==> src/hdl/mmdc_pkg.sv <==
// ----------------------------------------------------------------------------
// Mahalanobis classifier package
// Shared codes, arithmetic widths and the structs that pass between the
// sequencer, the class cells and the top level.
// ----------------------------------------------------------------------------
package mmdc_pkg;

    // Default sizes of the class table.
    localparam int MAX_BANDS_DEF   = 8;
    localparam int MAX_CLASSES_DEF = 16;

    // Fixed field widths.
    localparam int SAMPLE_BITS = 16;
    localparam int LOAD_W      = 32;
    localparam int LABEL_W     = 16;
    localparam int SLOT_W      = 4;
    localparam int ROW_W       = 3;
    localparam int IDX_W       = 4;   // holds a band index for up to 16 bands

    // Arithmetic widths, sized for the largest band count of sixteen.
    localparam int DF_W  = 34;        // sample * 2^16 - mean
    localparam int P_W   = 2 * DF_W;  // product of two multiplier operands
    localparam int A_W   = 70;        // row sum in Q24.40
    localparam int RS_W  = A_W - 24;  // row sum shifted back to Q16.16
    localparam int RS_LO = 23;        // low part of the row sum per multiply
    localparam int D_W   = 84;        // distance in Q32.32

    // Item kinds.
    typedef enum logic [1:0] {
        KIND_MEAN  = 2'd0,
        KIND_INV   = 2'd1,
        KIND_LABEL = 2'd2,
        KIND_PIXEL = 2'd3
    } t_kind;

    // Configuration register indexes.
    localparam logic [1:0] CFG_BAND_COUNT    = 2'd0;
    localparam logic [1:0] CFG_CLASS_COUNT   = 2'd1;
    localparam logic [1:0] CFG_NODATA_ENABLE = 2'd2;
    localparam logic [1:0] CFG_NODATA_VALUE  = 2'd3;

    // Operations broadcast to the cells.
    typedef enum logic [2:0] {
        OP_NONE,
        OP_DIFF,
        OP_MAC,
        OP_RLO,
        OP_RHI
    } t_op;

    typedef struct packed {
        t_op              op;
        logic             first;
        logic [IDX_W-1:0] i;
        logic [IDX_W-1:0] j;
    } t_cmd;

    // Table write broadcast to the cells.
    typedef struct packed {
        logic              we_mean;
        logic              we_inv;
        logic              we_label;
        logic [SLOT_W-1:0] slot;
        logic [ROW_W-1:0]  row;
        logic [ROW_W-1:0]  col;
        logic [LOAD_W-1:0] value;
    } t_load;

    // Running minimum handed from cell to cell.
    typedef struct packed {
        logic               valid;
        logic               have;
        logic [D_W-1:0]     best;
        logic [LABEL_W-1:0] label;
    } t_chain;

    typedef enum logic [3:0] {
        SEQ_IDLE,
        SEQ_DIFF,
        SEQ_GAP,
        SEQ_MAC,
        SEQ_BUB,
        SEQ_RLO,
        SEQ_RHI,
        SEQ_DRAIN1,
        SEQ_DRAIN2,
        SEQ_START,
        SEQ_CHAIN
    } t_seq_state;

endpackage

==> src/hdl/mmdc_seq.sv <==
// ----------------------------------------------------------------------------
// Mahalanobis classifier sequencer
// Steps all class cells in lockstep through the difference, row sum and
// distance phases of one pixel, then launches the minimum search down the
// cell chain.
// ----------------------------------------------------------------------------
module mmdc_seq #(
    parameter int MAX_BANDS = mmdc_pkg::MAX_BANDS_DEF
) (
    input  logic                   i_clk,
    input  logic                   i_rst_n,
    input  logic                   i_start,
    input  logic [((MAX_BANDS > 1) ? $clog2(MAX_BANDS) : 1)-1:0] i_band_last,
    input  logic                   i_done,
    output mmdc_pkg::t_cmd         o_cmd,
    output logic                   o_chain_start,
    output logic                   o_busy
);
    import mmdc_pkg::*;

    localparam int BW = (MAX_BANDS > 1) ? $clog2(MAX_BANDS) : 1;

    t_seq_state    r_state, n_state;
    logic [BW-1:0] r_i, n_i;
    logic [BW-1:0] r_j, n_j;

    // State and index registers.
    always_ff @(posedge i_clk) begin
        if (!i_rst_n) begin
            r_state <= SEQ_IDLE;
            r_i     <= '0;
            r_j     <= '0;
        end else begin
            r_state <= n_state;
            r_i     <= n_i;
            r_j     <= n_j;
        end
    end

    // Next state and the command for this cycle.
    always_comb begin
        n_state       = r_state;
        n_i           = r_i;
        n_j           = r_j;
        o_cmd.op      = OP_NONE;
        o_cmd.first   = (r_j == '0);
        o_cmd.i       = IDX_W'(r_i);
        o_cmd.j       = IDX_W'(r_j);
        o_chain_start = 1'b0;
        o_busy        = 1'b1;
        unique case (r_state)
            SEQ_IDLE: begin
                o_busy = 1'b0;
                if (i_start) begin
                    n_state = SEQ_DIFF;
                    n_j     = '0;
                end
            end
            SEQ_DIFF: begin
                o_cmd.op = OP_DIFF;
                if (r_j == i_band_last) begin
                    n_state = SEQ_GAP;
                end else begin
                    n_j = r_j + 1'b1;
                end
            end
            SEQ_GAP: begin
                n_state = SEQ_MAC;
                n_i     = '0;
                n_j     = '0;
            end
            SEQ_MAC: begin
                o_cmd.op = OP_MAC;
                if (r_j == i_band_last) begin
                    n_state = SEQ_BUB;
                end else begin
                    n_j = r_j + 1'b1;
                end
            end
            SEQ_BUB: begin
                n_state = SEQ_RLO;
            end
            SEQ_RLO: begin
                o_cmd.op = OP_RLO;
                n_state  = SEQ_RHI;
            end
            SEQ_RHI: begin
                o_cmd.op = OP_RHI;
                if (r_i == i_band_last) begin
                    n_state = SEQ_DRAIN1;
                end else begin
                    n_state = SEQ_MAC;
                    n_i     = r_i + 1'b1;
                    n_j     = '0;
                end
            end
            SEQ_DRAIN1: begin
                n_state = SEQ_DRAIN2;
            end
            SEQ_DRAIN2: begin
                n_state = SEQ_START;
            end
            SEQ_START: begin
                o_chain_start = 1'b1;
                n_state       = SEQ_CHAIN;
            end
            SEQ_CHAIN: begin
                if (i_done) begin
                    n_state = SEQ_IDLE;
                end
            end
            default: begin
                n_state = SEQ_IDLE;
            end
        endcase
    end

endmodule

==> config.mk <==
export PLATFORM = sky130hd
export DESIGN_NAME = mmdc_seq
export DESIGN_NICKNAME = d
export VERILOG_FILES = /design/src/hdl/mmdc_pkg.sv /design/src/hdl/mmdc_seq.sv
export SDC_FILE = /design/constraint.sdc
export NUM_CORES = 1
export LEC_CHECK = 0
export BUFFER_PORTS_ARGS = -buffer_cell sky130_fd_sc_hd__buf_4
export CAP_MARGIN = 20
export CORE_UTILIZATION = 45
export DETAILED_ROUTE_END_ITERATION = 16
export PLACE_DENSITY = 0.7
export SKIP_LAST_GASP = 1
export SYNTH_ARGS = -nofsm -noshare
export SYNTH_HDL_FRONTEND = slang
export SYNTH_SLANG_ARGS = --single-unit
==> constraint.sdc <==
create_clock -name i_clk -period 3.7 [get_ports i_clk]
set_input_delay 0.74 -clock i_clk [delete_from_list [all_inputs] [get_ports i_clk]]
set_output_delay 0.74 -clock i_clk [all_outputs]
set_load 0.02 [all_outputs]
==> results.txt <==
DR vias/cell: 5.87
Fin. Hold Viols: 0
DRT iter0 DRCs: 16
worst skew pair latency: 270 ps
final instance area: 890 um2
Core Box Area: 0.00154 mm2
DP Worst Slack: 1810 ps
Final WS setup: 1530 ps
DP Area: 867 um2
busiest layer in global routing: met2
# diodes: 0
gpl congestion: 0.817
CP Capture Type: primary output
chip width: 43.0 um
CP Launch Type: flop
Peak VDD IR: 204 uV
P per Cell Area: 351 mW/mm2
Post-CTS Hold Buffers: 0
CTS-repair resized insts: 0
LEAKAGE: 0.373 nW
Hold Slack: 533 ps
Crit path required time: 2960 ps
share of cells above drive strength 1: 23.0%
die area: 0.00185 mm2
Routed Antenna Nets: 0
RSZ-0062 raised after global routing: false
Setup CP Type: reg2out
Post-Syn Instances: 98
H-tree depth: 1
clock sink count: 10
post-synthesis cell type count: 37
Mapped Area: 756 um2
Final Net Count: 125
met2 usage: 31.2%
starting density of the core: 49.0%
Pint: 0.195 mW
Reg clk slew, reported paths: 70 ps
average wire per standard cell: 13.1 um
HPWL after detailed placement: 1250 um
crit path DAT: 1430 ps
min Tclk post-route: 2170 ps
largest net degree at the start of global routing: 17
first-pass GRT wire length: 2860 um
number of CTS-inserted buffers: 3
via count: 757
drt drc: 0
Sw Share: 37.6%
area added between synthesis and finish: 17.7%
CTS tree: built
initial antenna violation count: 0
root buffer cell: clkbuf_4
Final Cycle Share: 58.5%
max_cap viols: 0
FFs w/ async S/R, synth: 0%
Max Clk Rate: 462 MHz
Yosys reg bits: 10
status: complete, no violations
Seq pwr share: 41.5%
setup TNS: 0 ps
Syn Area/Cell: 7.71 um2
Cells after DPL: 126
CTS max path bufs: 2
Clk network pwr share: 24.5%
dominant synthesized flop cell: dfxtp_1
sequential area share after synthesis: 26.5%
IO buf count: 18
Yosys warnings: 0
logic gate share of total power: 34.0%
Fillers: 146
Final Setup Violations: 0
worst hold path class: reg2reg
final cell count without fillers: 129
EDFF count, synth: 0
WL final: 1700 um
met3 Track Usage GR: 5.11%
grt total ovfl: 0
I/O Pins: 21
routing usage on met1: 26.6%
Slew Limit Fails: 0
Post-CTS Setup Bufs: 0
first drt pass iteration count: 4
die height: 43.0 um
Layout Skew: 1.19 ps
Cell Rows: 14
vias in the first global route: 661
GRT Total Usage: 20.6%
sw power: 0.117 mW
worst-path fanout max: 16
[cell usage in the layout (no fill, tap or decap), drive strengths merged]
cell type and n:
o22a 1, o31ai 2, a221oi 1, o2111ai 1
nand2 14, nor4 1, o22ai 2, buf 18
conb 2, nand3b 1, dfxtp 10, and3 2
nand3 1, a31oi 2, ha 3, o221ai 3
or3 1, o32ai 1, a311oi 1, nor2 7
inv 6, nor3 4, nand4 3, nand2b 5
o41ai 1, clkbuf 3, and2b 1, or4 1
o211ai 1, xor2 6, a21oi 4, o21ai 4
[final cells by class]
| type | instances | area (um2) | share of cell area [%] |
|---|---|---|---|
| Multi-Input combinational cell | 76 | 489 | 55.0 |
| Tap cell | 16 | 20.0 | 2.25 |
| Inverter | 6 | 22.5 | 2.53 |
| Clock buffer | 3 | 22.5 | 2.53 |
| Timing Repair Buffer | 18 | 135 | 15.2 |
| Sequential cell | 10 | 200 | 22.5 |
[synthesized netlist by cell type, drive strengths merged (3+ instances only)]
library cell / number / area [um2]
nand2: 14 / 52.6
dfxtp: 10 / 200
nor2: 7 / 26.3
buf: 6 / 43.8
inv: 6 / 22.5
xor2: 6 / 52.6
nand2b: 5 / 31.3
a21oi: 4 / 20.0
nor3: 4 / 30.0
o21ai: 4 / 20.0
ha: 3 / 37.5
nand4: 3 / 18.8
o221ai: 3 / 32.5
[path summary, 6_finish.rpt]
path	slack, ps	cells after the start	from	endpoint
worst max-delay path	1530	4	r_state[2]$_SDFFE_PN0P_	o_cmd[10]
worst min-delay path	530	2	r_i[1]$_SDFFE_PN0P_	r_i[1]$_SDFFE_PN0P_
worst max register to register	2190	4	r_state[3]$_SDFFE_PN0P_	r_j[0]$_SDFFE_PN0P_
worst min register to register	530	2	r_i[1]$_SDFFE_PN0P_	r_i[1]$_SDFFE_PN0P_
[flip-flops by register name, indices dropped and copies added, names as in the netlist]
name     count
r_j          3
r_i          3
r_state      4
[per-layer routing]
metal	up-vias	share of wire, %
met2	21	45
li1	379	-
met4	0	2.4
met1	352	48
met3	5	4.7
met5	-	0
[cell families after synthesis]
| group | after synthesis | synth area share (%) |
|---|---|---|
| XOR/XNOR | 6 | 6.95 |
| AND/OR/NAND/NOR | 41 | 28.1 |
| other | 1 | 0.496 |
| adder cells (fa/ha/maj) | 3 | 4.97 |
| AO/OA/AOI/OAI | 24 | 23.7 |
| buffers and inverters | 13 | 9.27 |
| flip-flops | 10 | 26.5 |
[power by group through the flow]
stage	Clock, mW	Combinational, mW	Sequential (mW)
floorplan	0	0.0788	0.126
global placement	0	0.104	0.132
detailed placement	0	0.105	0.132
CTS	0.0757	0.106	0.130
global route	0.0829	0.115	0.133
finish	0.0766	0.106	0.130
[per-stage QoR]
stage | power [mW] | util [%]
after detailed placement | 0.237 | 56.3
after CTS | 0.311 | 57.7
after global routing | 0.330 | 57.7
after floorplan | 0.205 | -
final | 0.312 | 57.7
after global placement | 0.236 | 56.3
[worst max-delay path, stage by stage, from the launching register on]
cell	delay, ps
dfxtp_1	630
inv_1	140
nand2_1	160
a21oi_1	80
buf_4	160
No activity file was read; power rests on OpenSTA's default activity.
